## src/rtl/lmts_pkg.sv

```systemverilog
// Shared types, register map and timing constants for the LCD mode timing block.
package lmts_pkg;

  // Item commands
  localparam logic [1:0] CMD_TICK  = 2'd0;
  localparam logic [1:0] CMD_WRITE = 2'd1;
  localparam logic [1:0] CMD_READ  = 2'd2;
  localparam logic [1:0] CMD_NOP   = 2'd3;

  // Register offsets from the LCD register base
  localparam logic [3:0] REG_LCDC = 4'h0;
  localparam logic [3:0] REG_STAT = 4'h1;
  localparam logic [3:0] REG_SCY  = 4'h2;
  localparam logic [3:0] REG_SCX  = 4'h3;
  localparam logic [3:0] REG_LY   = 4'h4;
  localparam logic [3:0] REG_LYC  = 4'h5;
  localparam logic [3:0] REG_BGP  = 4'h7;
  localparam logic [3:0] REG_WY   = 4'hA;
  localparam logic [3:0] REG_WX   = 4'hB;

  // Display modes held in STAT bits 1..0
  localparam logic [1:0] MODE_HBLANK = 2'd0;
  localparam logic [1:0] MODE_VBLANK = 2'd1;
  localparam logic [1:0] MODE_OAM    = 2'd2;
  localparam logic [1:0] MODE_XFER   = 2'd3;

  // Dot budgets per mode
  localparam logic [15:0] DOTS_OAM    = 16'd80;
  localparam logic [15:0] DOTS_XFER   = 16'd172;
  localparam logic [15:0] DOTS_HBLANK = 16'd204;
  localparam logic [15:0] DOTS_LINE   = 16'd456;
  localparam logic [15:0] DOTS_MAX    = 16'hFFFF;

  localparam logic [7:0] FIRST_VBLANK_LINE = 8'd144;
  localparam logic [7:0] LAST_LINE         = 8'd153;

  localparam logic [7:0] STAT_WR_MASK = 8'hF8;
  localparam logic [7:0] STAT_RO_MASK = 8'h07;
  localparam logic [7:0] UNMAPPED_RD  = 8'hFF;

  // STAT and LCDC bit positions
  localparam int unsigned STAT_LYC_FLAG = 2;
  localparam int unsigned STAT_EN_HBL   = 3;
  localparam int unsigned STAT_EN_VBL   = 4;
  localparam int unsigned STAT_EN_OAM   = 5;
  localparam int unsigned STAT_EN_LYC   = 6;
  localparam int unsigned LCDC_ENABLE   = 7;

  typedef struct packed {
    logic [1:0] command;
    logic [3:0] reg_offset;
    logic [7:0] write_data;
    logic [7:0] tick_cycles;
  } lmts_item_t;

  typedef struct packed {
    logic [7:0]  ctrl;
    logic [7:0]  stat;
    logic [7:0]  scy;
    logic [7:0]  scx;
    logic [7:0]  ly;
    logic [7:0]  lyc;
    logic [7:0]  bgp;
    logic [7:0]  wy;
    logic [7:0]  wx;
    logic [15:0] dots;
  } lmts_state_t;

  typedef struct packed {
    logic [7:0] read_data;
    logic       vblank_irq;
    logic       stat_irq;
    logic [7:0] line_now;
    logic [1:0] mode_now;
  } lmts_result_t;

  // True when any enabled STAT source is active for the given status byte.
  function automatic logic stat_sources(input logic [7:0] stat);
    logic [1:0] m;
    m = stat[1:0];
    return (stat[STAT_EN_HBL] && (m == MODE_HBLANK)) ||
           (stat[STAT_EN_VBL] && (m == MODE_VBLANK)) ||
           (stat[STAT_EN_OAM] && (m == MODE_OAM))    ||
           (stat[STAT_EN_LYC] && stat[STAT_LYC_FLAG]);
  endfunction

endpackage

```

## src/rtl/lcd_mode_timing_and_stat.sv

```systemverilog
// Top level of the LCD mode timing and STAT interrupt block.
//
// Usage:
//   Input channel (in_valid_i / in_stall_o) carries one beat per item: a tick
//   of tick_cycles_i machine cycles (four dots each), a register write of
//   write_data_i at reg_offset_i, or a register read at reg_offset_i.
//   Output channel (out_valid_o / out_stall_i) returns exactly one result beat
//   per item: read_data_o, the vblank_irq_o and stat_irq_o pulses, and the
//   scanline and mode after the item.
//   Path: an accepted item is captured in the input register, evaluated
//   against the LCD state, and its result is registered when the result
//   register is empty or draining, which raises out_valid_o.
//   Throughput: one item per cycle while no result is stalled; the state
//   update is a single add, compare and subtract on the 16-bit dot counter
//   between the input register and the result register.
//   Stall: while out_stall_i holds a result, the next item waits in the
//   input register and in_stall_o rises only when that register is full;
//   no beat is lost or repeated.
//   Reset: rst_ni clears all LCD registers, the dot counter and both valid
//   flags; the block accepts a beat in the first cycle after reset.
module lcd_mode_timing_and_stat (
  input  logic       clk_i,
  input  logic       rst_ni,
  input  logic       in_valid_i,
  output logic       in_stall_o,
  input  logic [1:0] command_i,
  input  logic [3:0] reg_offset_i,
  input  logic [7:0] write_data_i,
  input  logic [7:0] tick_cycles_i,
  output logic       out_valid_o,
  input  logic       out_stall_i,
  output logic [7:0] read_data_o,
  output logic       vblank_irq_o,
  output logic       stat_irq_o,
  output logic [7:0] line_now_o,
  output logic [1:0] mode_now_o
);

  lmts_pkg::lmts_item_t   in_item;
  lmts_pkg::lmts_item_t   item;
  logic                   item_valid;
  logic                   advance;
  lmts_pkg::lmts_state_t  state_q;
  lmts_pkg::lmts_state_t  state_d;
  lmts_pkg::lmts_result_t res_d;
  lmts_pkg::lmts_result_t res_q;
  logic                   out_valid_q;

  assign in_item.command     = command_i;
  assign in_item.reg_offset  = reg_offset_i;
  assign in_item.write_data  = write_data_i;
  assign in_item.tick_cycles = tick_cycles_i;

  // Advance the held item when the result register is empty or draining.
  assign advance = item_valid && (!out_valid_q || !out_stall_i);

  lmts_in_reg u_in_reg (
    .clk_i        (clk_i),
    .rst_ni       (rst_ni),
    .in_valid_i   (in_valid_i),
    .in_stall_o   (in_stall_o),
    .item_i       (in_item),
    .take_i       (advance),
    .item_valid_o (item_valid),
    .item_o       (item)
  );

  lmts_step u_step (
    .state_i  (state_q),
    .item_i   (item),
    .state_o  (state_d),
    .result_o (res_d)
  );

  // LCD state: commit only when the item moves into the result register.
  always_ff @(posedge clk_i or negedge rst_ni) begin
    if (!rst_ni) begin
      state_q     <= '0;
      out_valid_q <= 1'b0;
    end else begin
      if (advance) begin
        state_q     <= state_d;
        out_valid_q <= 1'b1;
      end else if (!out_stall_i) begin
        out_valid_q <= 1'b0;
      end
    end
  end

  // Result payload holds while the receiver stalls.
  always_ff @(posedge clk_i) begin
    if (advance) begin
      res_q <= res_d;
    end
  end

  assign out_valid_o  = out_valid_q;
  assign read_data_o  = res_q.read_data;
  assign vblank_irq_o = res_q.vblank_irq;
  assign stat_irq_o   = res_q.stat_irq;
  assign line_now_o   = res_q.line_now;
  assign mode_now_o   = res_q.mode_now;

`ifndef SYNTHESIS
  // The input side backs up only behind a stalled, full result register.
  a_stall_cause: assert property (@(posedge clk_i) disable iff (!rst_ni)
    in_stall_o |-> (out_valid_o && out_stall_i))
    else $error("input stalled without a stalled result");

  // A V-blank pulse comes only with entry to line 144 in V-blank.
  a_vblank_entry: assert property (@(posedge clk_i) disable iff (!rst_ni)
    (out_valid_o && vblank_irq_o) |->
      (line_now_o == lmts_pkg::FIRST_VBLANK_LINE && mode_now_o == lmts_pkg::MODE_VBLANK))
    else $error("vblank pulse outside line 144 entry");

  // V-blank mode only on V-blank lines.
  a_vblank_lines: assert property (@(posedge clk_i) disable iff (!rst_ni)
    (out_valid_o && mode_now_o == lmts_pkg::MODE_VBLANK) |->
      (line_now_o >= lmts_pkg::FIRST_VBLANK_LINE))
    else $error("vblank mode on a visible line");

  // The line counter never passes the last line of the frame.
  a_line_range: assert property (@(posedge clk_i) disable iff (!rst_ni)
    out_valid_o |-> (line_now_o <= lmts_pkg::LAST_LINE))
    else $error("line counter past last line");
`endif

endmodule

```

## src/rtl/lmts_in_reg.sv

```systemverilog
// Input holding register: captures one beat and holds it until the core takes it.
module lmts_in_reg (
  input  logic                clk_i,
  input  logic                rst_ni,
  input  logic                in_valid_i,
  output logic                in_stall_o,
  input  lmts_pkg::lmts_item_t item_i,
  input  logic                take_i,
  output logic                item_valid_o,
  output lmts_pkg::lmts_item_t item_o
);

  logic                 valid_q;
  logic                 valid_d;
  lmts_pkg::lmts_item_t item_q;

  // Hold while a beat sits here and the core cannot take it.
  assign in_stall_o = valid_q && !take_i;
  assign valid_d    = in_stall_o ? valid_q : in_valid_i;

  always_ff @(posedge clk_i or negedge rst_ni) begin
    if (!rst_ni) begin
      valid_q <= 1'b0;
    end else begin
      valid_q <= valid_d;
    end
  end

  always_ff @(posedge clk_i) begin
    if (in_valid_i && !in_stall_o) begin
      item_q <= item_i;
    end
  end

  assign item_valid_o = valid_q;
  assign item_o       = item_q;

endmodule

```

## src/rtl/lmts_step.sv

```systemverilog
// Next-state and result logic for one item: register access or dot tick.
module lmts_step (
  input  lmts_pkg::lmts_state_t  state_i,
  input  lmts_pkg::lmts_item_t   item_i,
  output lmts_pkg::lmts_state_t  state_o,
  output lmts_pkg::lmts_result_t result_o
);

  always_comb begin
    lmts_pkg::lmts_state_t s;
    logic [16:0] sum;
    logic [7:0]  rd;
    logic        vb;
    logic        sirq;

    s    = state_i;
    rd   = 8'd0;
    vb   = 1'b0;
    sirq = 1'b0;
    sum  = {1'b0, state_i.dots} + {7'd0, item_i.tick_cycles, 2'b00};

    unique case (item_i.command)
      lmts_pkg::CMD_TICK: begin
        if (!s.ctrl[lmts_pkg::LCDC_ENABLE]) begin
          // LCD off: park at line 0, H-blank, no pulses.
          s.dots     = 16'd0;
          s.ly       = 8'd0;
          s.stat[1:0] = lmts_pkg::MODE_HBLANK;
        end else begin
          s.dots = sum[16] ? lmts_pkg::DOTS_MAX : sum[15:0];
          unique case (s.stat[1:0])
            lmts_pkg::MODE_OAM: begin
              if (s.dots >= lmts_pkg::DOTS_OAM) begin
                s.dots      = s.dots - lmts_pkg::DOTS_OAM;
                s.stat[1:0] = lmts_pkg::MODE_XFER;
              end
            end
            lmts_pkg::MODE_XFER: begin
              if (s.dots >= lmts_pkg::DOTS_XFER) begin
                s.dots      = s.dots - lmts_pkg::DOTS_XFER;
                s.stat[1:0] = lmts_pkg::MODE_HBLANK;
                if (lmts_pkg::stat_sources(s.stat)) sirq = 1'b1;
              end
            end
            lmts_pkg::MODE_HBLANK: begin
              if (s.dots >= lmts_pkg::DOTS_HBLANK) begin
                s.dots = s.dots - lmts_pkg::DOTS_HBLANK;
                s.ly   = s.ly + 8'd1;
                if (s.ly == s.lyc) begin
                  s.stat[lmts_pkg::STAT_LYC_FLAG] = 1'b1;
                  if (lmts_pkg::stat_sources(s.stat)) sirq = 1'b1;
                end else begin
                  s.stat[lmts_pkg::STAT_LYC_FLAG] = 1'b0;
                end
                if (s.ly == lmts_pkg::FIRST_VBLANK_LINE) begin
                  s.stat[1:0] = lmts_pkg::MODE_VBLANK;
                  vb          = 1'b1;
                end else begin
                  s.stat[1:0] = lmts_pkg::MODE_OAM;
                end
                if (lmts_pkg::stat_sources(s.stat)) sirq = 1'b1;
              end
            end
            default: begin
              if (s.dots >= lmts_pkg::DOTS_LINE) begin
                s.dots = s.dots - lmts_pkg::DOTS_LINE;
                s.ly   = s.ly + 8'd1;
                // Wrap past the last V-blank line into a new frame.
                if (s.ly > lmts_pkg::LAST_LINE) begin
                  s.ly        = 8'd0;
                  s.stat[1:0] = lmts_pkg::MODE_OAM;
                  if (lmts_pkg::stat_sources(s.stat)) sirq = 1'b1;
                end
                if (s.ly == s.lyc) begin
                  s.stat[lmts_pkg::STAT_LYC_FLAG] = 1'b1;
                  if (lmts_pkg::stat_sources(s.stat)) sirq = 1'b1;
                end else begin
                  s.stat[lmts_pkg::STAT_LYC_FLAG] = 1'b0;
                end
              end
            end
          endcase
        end
      end
      lmts_pkg::CMD_WRITE: begin
        unique case (item_i.reg_offset)
          lmts_pkg::REG_LCDC: s.ctrl = item_i.write_data;
          lmts_pkg::REG_STAT: s.stat = (s.stat & lmts_pkg::STAT_RO_MASK) |
                                       (item_i.write_data & lmts_pkg::STAT_WR_MASK);
          lmts_pkg::REG_SCY:  s.scy  = item_i.write_data;
          lmts_pkg::REG_SCX:  s.scx  = item_i.write_data;
          lmts_pkg::REG_LYC:  s.lyc  = item_i.write_data;
          lmts_pkg::REG_BGP:  s.bgp  = item_i.write_data;
          lmts_pkg::REG_WY:   s.wy   = item_i.write_data;
          lmts_pkg::REG_WX:   s.wx   = item_i.write_data;
          default: ;  // read-only LY and unmapped offsets: drop the write
        endcase
      end
      lmts_pkg::CMD_READ: begin
        unique case (item_i.reg_offset)
          lmts_pkg::REG_LCDC: rd = s.ctrl;
          lmts_pkg::REG_STAT: rd = s.stat;
          lmts_pkg::REG_SCY:  rd = s.scy;
          lmts_pkg::REG_SCX:  rd = s.scx;
          lmts_pkg::REG_LY:   rd = s.ly;
          lmts_pkg::REG_LYC:  rd = s.lyc;
          lmts_pkg::REG_BGP:  rd = s.bgp;
          lmts_pkg::REG_WY:   rd = s.wy;
          lmts_pkg::REG_WX:   rd = s.wx;
          default:            rd = lmts_pkg::UNMAPPED_RD;
        endcase
      end
      default: ;  // no operation
    endcase

    state_o             = s;
    result_o.read_data  = rd;
    result_o.vblank_irq = vb;
    result_o.stat_irq   = sirq;
    result_o.line_now   = s.ly;
    result_o.mode_now   = s.stat[1:0];
  end

endmodule

```

## config.mk

```make
export PLATFORM = sky130hd
export DESIGN_NAME = lcd_mode_timing_and_stat
export DESIGN_NICKNAME = d
export VERILOG_FILES = /design/src/rtl/lmts_pkg.sv /design/src/rtl/lcd_mode_timing_and_stat.sv /design/src/rtl/lmts_in_reg.sv /design/src/rtl/lmts_step.sv
export SDC_FILE = /design/constraint.sdc
export NUM_CORES = 1
export LEC_CHECK = 0
export ABC_AREA = 1
export BUFFER_PORTS_ARGS = -buffer_cell sky130_fd_sc_hd__buf_2
export CAP_MARGIN = 20
export CORE_MARGIN = 3
export CORE_UTILIZATION = 55
export DETAILED_ROUTE_END_ITERATION = 8
export PLACE_DENSITY = 0.75
export SYNTH_ARGS = -nofsm -noshare
export SYNTH_HDL_FRONTEND = slang
export SYNTH_HIERARCHICAL = 1
export SYNTH_SLANG_ARGS = --single-unit
```

## constraint.sdc

```tcl
create_clock -name clk_i -period 3.3 [get_ports clk_i]
set_input_delay 0.33 -clock clk_i [delete_from_list [all_inputs] [get_ports clk_i]]
set_output_delay 0.33 -clock clk_i [all_outputs]
set_load 0.02 [all_outputs]
```

==> impl_metrics.tcl, run 1 <==
set metrics [dict create \
    totalWireLength_um 36800 \
    crit_type "reg -> reg" \
    layout_setup_ws_ns -0.291 \
    vdd_ir_drop_max_mv 0.546 \
    grt_setup_unrepaired "true" \
    synth_top_flop_cell "dfrtp_1" \
    clk_latency_ns 0.43 \
    cts_tree "yes" \
    coreArea_um2 18300 \
    violations "negative setup slack" \
    wl_per_cell_um 18.6 \
    clkPwrFrac 0.122 \
    worst_pin_slew_ns 1.01 \
    cts.path.max_buffers 2 \
    start_util 0.569 \
    internal_power_mw 7.72 \
    p_switching_mw 7.47 \
    dp.cells 1892 \
    critical-path-top-delay-family "simple AND/OR/NAND/NOR gates" \
    grt_pass1_wl_um 54900 \
    synth_area_leader_cell "nand2_1" \
    synthTopCellsByArea "nand2_1 22%, dfrtp_1 22%, edfxtp_1 12%" \
    nNetsFinal 1781 \
    htree_levels 4 \
    period_needed_ns 3.59 \
    final_cell_mix "580 x nand2_1, 179 x nand3_1, 138 x buf_4" \
    grt_usage 0.337 \
    grt_start_max_net_pins 90 \
    ys_types 44 \
    dpl_cell_area_um2 11400 \
    cp_cell_sequence "ha_2 -> fa_2 -> nand3_2 -> nand3_2 -> nand2_2 -> nand2_4 -> nand3_4 -> nand2_4 -> ha_4 -> a21oi_4 -> inv_2 -> o21ai_4 -> nand2_2 -> nor2_4 -> nand2_4 -> buf_8 -> nand2_4 -> nor2_1 -> a21oi_1 -> nand3_1 -> nand2_2 -> nand2_2 -> nand3_2 -> nand2_1" \
    diodes 0 \
    cts_buffers 17 \
    wl_met3_um 4340 \
    drc_errors 0 \
    postRouteAntennaNets 0 \
    hold_path.class "in -> async" \
    dp_hpwl_um 23300 \
    top_layer "met4" \
    p_per_area_nw_per_um2 1150 \
    ys_warn_count 6 \
    seq_power_share 0.183 \
    syn_area_um2 10400 \
    root_buffer "clkbuf_16" \
    path_buf_inv 2 \
    finalCritPeriodShare 1.09 \
    syn_inst 1569 \
    synth_edf_count 42 \
    drt_first_pass_iters 8 \
    vias_per_cell 5.99 \
    globalplace.congestion 0.997 \
    fin_area_um2 13200 \
    setup_violations 36 \
    final_cell_count_no_fill 1977 \
    rows 49 \
    antenna_found_initial 0 \
    grt_pass1_vias 10300 \
    cpPeakStageDelay_ns 0.41 \
    combPwrFrac 0.695 \
    fp.dieH_um 143 \
    io_buffer_count 47 \
    ys_ff_latch 132 \
    drt_iter0_drc 1802 \
    cp_max_fo 5 \
    clock_sinks 132 \
    status "finished, violations left" \
    async_flop_share 0.682 \
    dieArea_um2 20600 \
    fp.dieW_um 143 \
    fmax_mhz 278 \
    crit_slowest_cell "dfrtp_1" \
    drive_gt1_frac 0.247 \
    ys_seq_area_frac 0.338 \
    synth_top_area_frac 0.220 \
    p_leak_nw 6.80 \
    fill_cells 1434 \
    endpoint_kind "register" \
    clkTransAtPathRegs_ns 0.07 \
    final_common_cell "nand2_1" \
    clock_skew_ns 0.0111 \
    synthesis.nets 1615 \
    critPathLaunchType "register" \
    cap_violations 0 \
    wl_met2_um 16300 \
    worstPathRequired_ns 3.62 \
    relSlewSlack 0.328 \
    syn_to_final_growth_pct 26.8 \
    swShare 0.492 \
    utilization 0.721 \
    pin_count 48 \
    worst_ep_arrival_time_ns 3.91 \
    avgSynthCellArea_um2 6.62 \
    hold_violations 0 \
    wl_met1_um 14700 \
    maxSlewViolCount 0 \
    grt-ovfl-total 0 \
    total_power_mw 15.2 \
    via_count 11800 \
]
## state kept, by name (all words and copies together) (netlist names)
register and count:
line_now_o 8, mode_now_o 2, out_valid_o 1, read_data_o 8, stat_irq_o 1, state_q 88, u_in_reg/item_o 22, u_in_reg/item_valid_o 1
vblank_irq_o 1
## synthesized netlist by cell type, drive strengths merged, types with 2 or more instances
master	instances
a21oi	31
a221oi	16
a22o	2
buf	55
clkbuf	17
clkinv	6
dfrtp	90
edfxtp	42
ha	19
inv	148
nand2	636
nand3	209
nand3b	6
nand4	42
nor2	101
nor3	5
o211ai	8
o21ai	109
o22ai	4
xnor2	2
xor2	13
## kinds of logic (layout without fill, tap and decap cells)
family,after synthesis,count (layout),share of synthesized area
buf+inv,226,402,0.0996
compound gates,174,174,0.0959
xor+xnor,15,15,0.0126
fa+ha+maj,20,20,0.0248
flops,132,132,0.338
simple gates,1002,1005,0.429
## worst register-to-register path: stages (launching register included)
cell and delay [ns]:
dfrtp_1 0.41, ha_2 0.22, fa_2 0.41, nand3_2 0.09, nand3_2 0.09, nand2_2 0.12
nand2_4 0.06, nand3_4 0.11, nand2_4 0.10, ha_4 0.18, a21oi_4 0.15, inv_2 0.08
o21ai_4 0.20, nand2_2 0.10, nor2_4 0.14, nand2_4 0.07, buf_8 0.15, nand2_4 0.08
nor2_1 0.05, a21oi_1 0.15, nand3_1 0.15, nand2_2 0.13, nand2_2 0.08, nand3_2 0.07
nand2_1 0.07
## routing by layer
layer,up-vias,global-route usage
met5,-,0
met4,0,0.106
met3,139,0.0582
met2,836,0.509
met1,5432,0.494
li1,5441,-
## through the flow
step	TNS [ns]	setup WS (ns)	hold slack (ns)
after floorplan	0	0.0123	0.0344
after global placement	-1.21	-0.234	0.478
after detailed placement	-3.42	-0.343	0.486
after CTS	-0.188	-0.0780	0.0547
after global routing	-9.65	-0.431	0.0622
final	-4.02	-0.291	0.00983
## power groups by stage
stage	combinational, mW	sequential [mW]	clock, mW
after floorplan	5.17	2.67	0
after global placement	7.55	2.75	0
after detailed placement	7.64	2.77	0
after CTS	8.23	2.75	1.85
after global routing	11.3	2.85	1.92
final	10.5	2.78	1.85
## final timing paths
kind | startpoint | end | slack [ns] | cells past startpoint
worst max-delay path | state_q[2] | state_q[2] | -0.29 | 24
worst min-delay path | rst_ni | state_q[72] | 0.01 | 1
worst max register to register | state_q[2] | state_q[2] | -0.29 | 24
worst min register to register | state_q[16] | state_q[16] | 0.50 | 2
max in group asynchronous | rst_ni | state_q[44] | 2.46 | 2
min in group clk_i | write_data_i[1] | u_in_reg/item_o[9] | 0.07 | 1
## what timing repair did
item / 4_1_cts / 5_1_grt
endpoints found under the hold margin: 0 / 0
gates resized for setup: 41 / 130
hold buffers: 0 / 0
pin swaps: 14 / 70
setup endpoints to repair: 36 / 36
gates cloned: 4 / 4
setup buffers: 12 / 37
## layout make-up
class / count / area, um^2 / share of cell area
clock buffers: 19 / 464 / 0.0352
repair buffers: 216 / 1730 / 0.131
well taps: 229 / 287 / 0.0217
multi-input cells: 1214 / 6490 / 0.493
inverters: 154 / 581 / 0.0441
flip-flops and latches: 132 / 3520 / 0.267
clock inverters: 13 / 108 / 0.00817
No activity file was read; power rests on OpenSTA's default activity.
==> run 2: changes to the inputs <==
--- a/config.mk
+++ b/config.mk
@@ -5,13 +5,12 @@
 export SDC_FILE = /design/constraint.sdc
 export NUM_CORES = 1
 export LEC_CHECK = 0
-export ABC_AREA = 1
 export BUFFER_PORTS_ARGS = -buffer_cell sky130_fd_sc_hd__buf_2
 export CAP_MARGIN = 20
 export CORE_MARGIN = 3
 export CORE_UTILIZATION = 55
 export DETAILED_ROUTE_END_ITERATION = 8
-export PLACE_DENSITY = 0.75
+export PLACE_DENSITY = 0.76
 export SYNTH_ARGS = -nofsm -noshare
 export SYNTH_HDL_FRONTEND = slang
 export SYNTH_HIERARCHICAL = 1
==> constraint.sdc (replaced) <==
create_clock -name clk_i -period 3.3 [get_ports clk_i]
set_input_delay 0.165 -clock clk_i [delete_from_list [all_inputs] [get_ports clk_i]]
set_output_delay 0.165 -clock clk_i [all_outputs]
set_load 0.02 [all_outputs]
==> run 2 against run 1 <==
  * Count of clock-buffer cells in the layout fell by 2
  * Power fell by 20%
  * Sequential cell count did not move
  * Area after synthesis fell by 7.3%
  * Critical endpoint is now state_q[11]
  * Routed wire length fell by 12%
  * Synthesized cell count fell by 37%
  * The flow still finishes with violations (negative setup slack)
  * Sequential power fell by 15%
  * Fmax fell by 8.3%
  * Critical path type unchanged
  * Worst hold slack improved by 0.27 ns
==> impl_metrics.tcl, run 2 <==
set metrics [dict create \
    cts_buffers 17 \
    total_power_mw 12.1 \
    worstPathRequired_ns 3.62 \
    final_cell_count_no_fill 1446 \
    clkTransAtPathRegs_ns 0.07 \
    dpl_cell_area_um2 11200 \
    grt_start_max_net_pins 109 \
    crit_type "reg -> reg" \
    dp.cells 1361 \
    ys_ff_latch 132 \
    ys_seq_area_frac 0.365 \
    setup_violations 37 \
    violations "negative setup slack" \
    ys_top_cells_by_count "142 x mux2_2, 90 x dfrtp_1, 75 x nand2_1, 75 x nor2_1, 57 x o21ai_0" \
    postRouteAntennaNets 0 \
    globalplace.congestion 0.981 \
    drt_first_pass_iters 8 \
    clock_skew_ns 0.0143 \
    worst_ep_arrival_time_ns 4.23 \
    layout_setup_ws_ns -0.615 \
    synth_top_flop_cell "dfrtp_1" \
    grt_setup_unrepaired "true" \
    cpPeakStageDelay_ns 0.43 \
    synth_edf_count 42 \
    cp_max_fo 6 \
    final_cell_mix "184 x buf_4, 127 x mux2_2, 88 x dfrtp_1" \
    async_flop_share 0.682 \
    busiest_layer "met2" \
    coreArea_um2 16900 \
    clk_latency_ns 0.44 \
    clock_sinks 132 \
    p_leak_nw 5.59 \
    synth_area_leader_cell "dfrtp_1" \
    largest_reg_flops 88 \
    largest_register "state_q" \
    vdd_ir_drop_max_mv 0.638 \
    io_buffer_count 47 \
    yosys.cell_count.top_type "mux2_2" \
    globalRouteMet2Util 0.498 \
    dieArea_um2 19100 \
    cp_cell_sequence "ha_4 -> fa_2 -> a211oi_2 -> o211ai_1 -> and3_4 -> nor2_4 -> buf_6 -> ha_4 -> buf_6 -> o211ai_1 -> a41o_1 -> or3_4 -> buf_6 -> and4_1 -> o21ai_2 -> mux2i_1 -> a22o_1 -> mux2_4" \
    via_count 9400 \
    root_buffer "clkbuf_16" \
    grt_pass1_vias 8963 \
    drc_errors 0 \
    fin_hold_ws_ns 0.283 \
    avgSynthCellArea_um2 9.69 \
    drt_iter0_drc 1303 \
    worst_pin_slew_ns 0.706 \
    cap_violations 0 \
    fp.dieW_um 138 \
    cpMostUsedCell "buf_6" \
    vias_per_cell 6.50 \
    ys_types 79 \
    drive_gt1_frac 0.452 \
    p_per_area_nw_per_um2 937 \
    wl_per_cell_um 22.3 \
    status "finished, violations left" \
    hold_path.class "in -> async" \
    final_common_cell "buf_4" \
    nNetsFinal 1259 \
    relSlewSlack 0.526 \
    cts.path.max_buffers 2 \
    grt-ovfl-total 0 \
    maxSlewViolCount 0 \
    crit_slowest_cell "edfxtp_1" \
    critPathLaunchType "register" \
    grt_usage 0.320 \
    start_util 0.570 \
    synthTopCellsByArea "dfrtp_1 23%, mux2_2 17%, edfxtp_1 13%" \
    met1_usage 0.448 \
    diodes 0 \
    hold_violations 0 \
    dp_hpwl_um 20600 \
    period_needed_ns 3.92 \
    fin_area_um2 12900 \
    cts_tree "yes" \
    endpoint_kind "register" \
    syn_inst 993 \
    synthesis.nets 1039 \
    met3_usage 0.0715 \
    finalCritPeriodShare 1.19 \
    syn_to_final_growth_pct 34.1 \
    grt_pass1_wl_um 49100 \
    rows 47 \
    synth_top_area_frac 0.234 \
    totalWireLength_um 32300 \
    fp.dieH_um 138 \
    fmax_mhz 255 \
    syn_area_um2 9630 \
    ys_warn_count 6 \
    htree_levels 4 \
    pin_count 48 \
    antenna_found_initial 0 \
]
## run 2: cell count changes after synthesis, sizes merged, moves of 30 or more
cell / before / now
o21ai: 109 / 60
mux2: 0 / 151
nand2: 636 / 75
inv: 148 / 19
xnor2: 2 / 32
nand4: 42 / 9
nand3: 209 / 30
## run 2: path summary, 6_finish.rpt
kind | startpoint | end | slack [ns] | depth (start not counted)
max in group asynchronous | rst_ni | state_q[56] | 2.21 | 3
setup reg to reg | u_in_reg/item_o[0] | state_q[11] | -0.62 | 18
hold reg to reg | state_q[37] | state_q[37] | 0.53 | 1
setup / recovery | u_in_reg/item_o[0] | state_q[11] | -0.62 | 18
hold / removal | rst_ni | out_valid_o | 0.28 | 2
min in group clk_i | tick_cycles_i[1] | u_in_reg/item_o[1] | 0.44 | 2
## run 2: cells by family after synthesis
logic type               synth area share
multiplexers                        0.196
adder cells (fa/ha/maj)            0.0268
AND/OR/NAND/NOR                     0.139
flip-flops                          0.365
buffers and inverters              0.0487
AO/OA/AOI/OAI                       0.184
XOR/XNOR                           0.0409
## run 2: what timing repair did
item / in CTS / in global routing
hold buffers: 25 / 0
gates resized for setup: 101 / 50
hold endpoints to repair: 63 / 0
endpoints found under the setup margin: 37 / 37
setup buffers: 20 / 11
pin swaps: 42 / 27
gates cloned: 0 / 0
## run 2: layout make-up
type,instances,area [um^2]
clock buffer,17,425
tap,220,275
sequential,132,3520
clock inverter,15,150
inverter,22,82.6
timing repair buffer,274,2090
multi-input combinational,766,6370
fill,1084,3970
## run 2: per-layer routing
metal / vias to the layer above / share of wire / routed length, um
met2: 557 / 0.46 / 14800
met4: 0 / 0.029 / 933
met3: 98 / 0.096 / 3100
met1: 4591 / 0.42 / 13500
met5: - / 0 / 0
li1: 4154 / - / -
## run 2: critical path, delay by kind of cell, from the launching register on
kind	cells	cell delay, ns
compound gates	6	1.08
fa+ha+maj	3	0.67
buf+inv	3	0.35
flops	1	0.43
mux	2	0.34
simple gates	4	0.90
## run 2: stage by stage
step	TNS, ns	util	setup WS (ns)
after floorplan	-19.40	-	-0.712
after global placement	-21.21	0.665	-0.689
after detailed placement	-25.86	0.665	-0.797
after CTS	-14.77	0.748	-0.544
after global routing	-22.34	0.765	-0.792
final	-17.36	0.765	-0.615
## run 2: power by group
| part | switching, mW | internal (mW) |
|---|---|---|
| Combinational | 3.97 | 3.87 |
| Sequential | 0.341 | 2.01 |
| Clock | 0.882 | 1.01 |
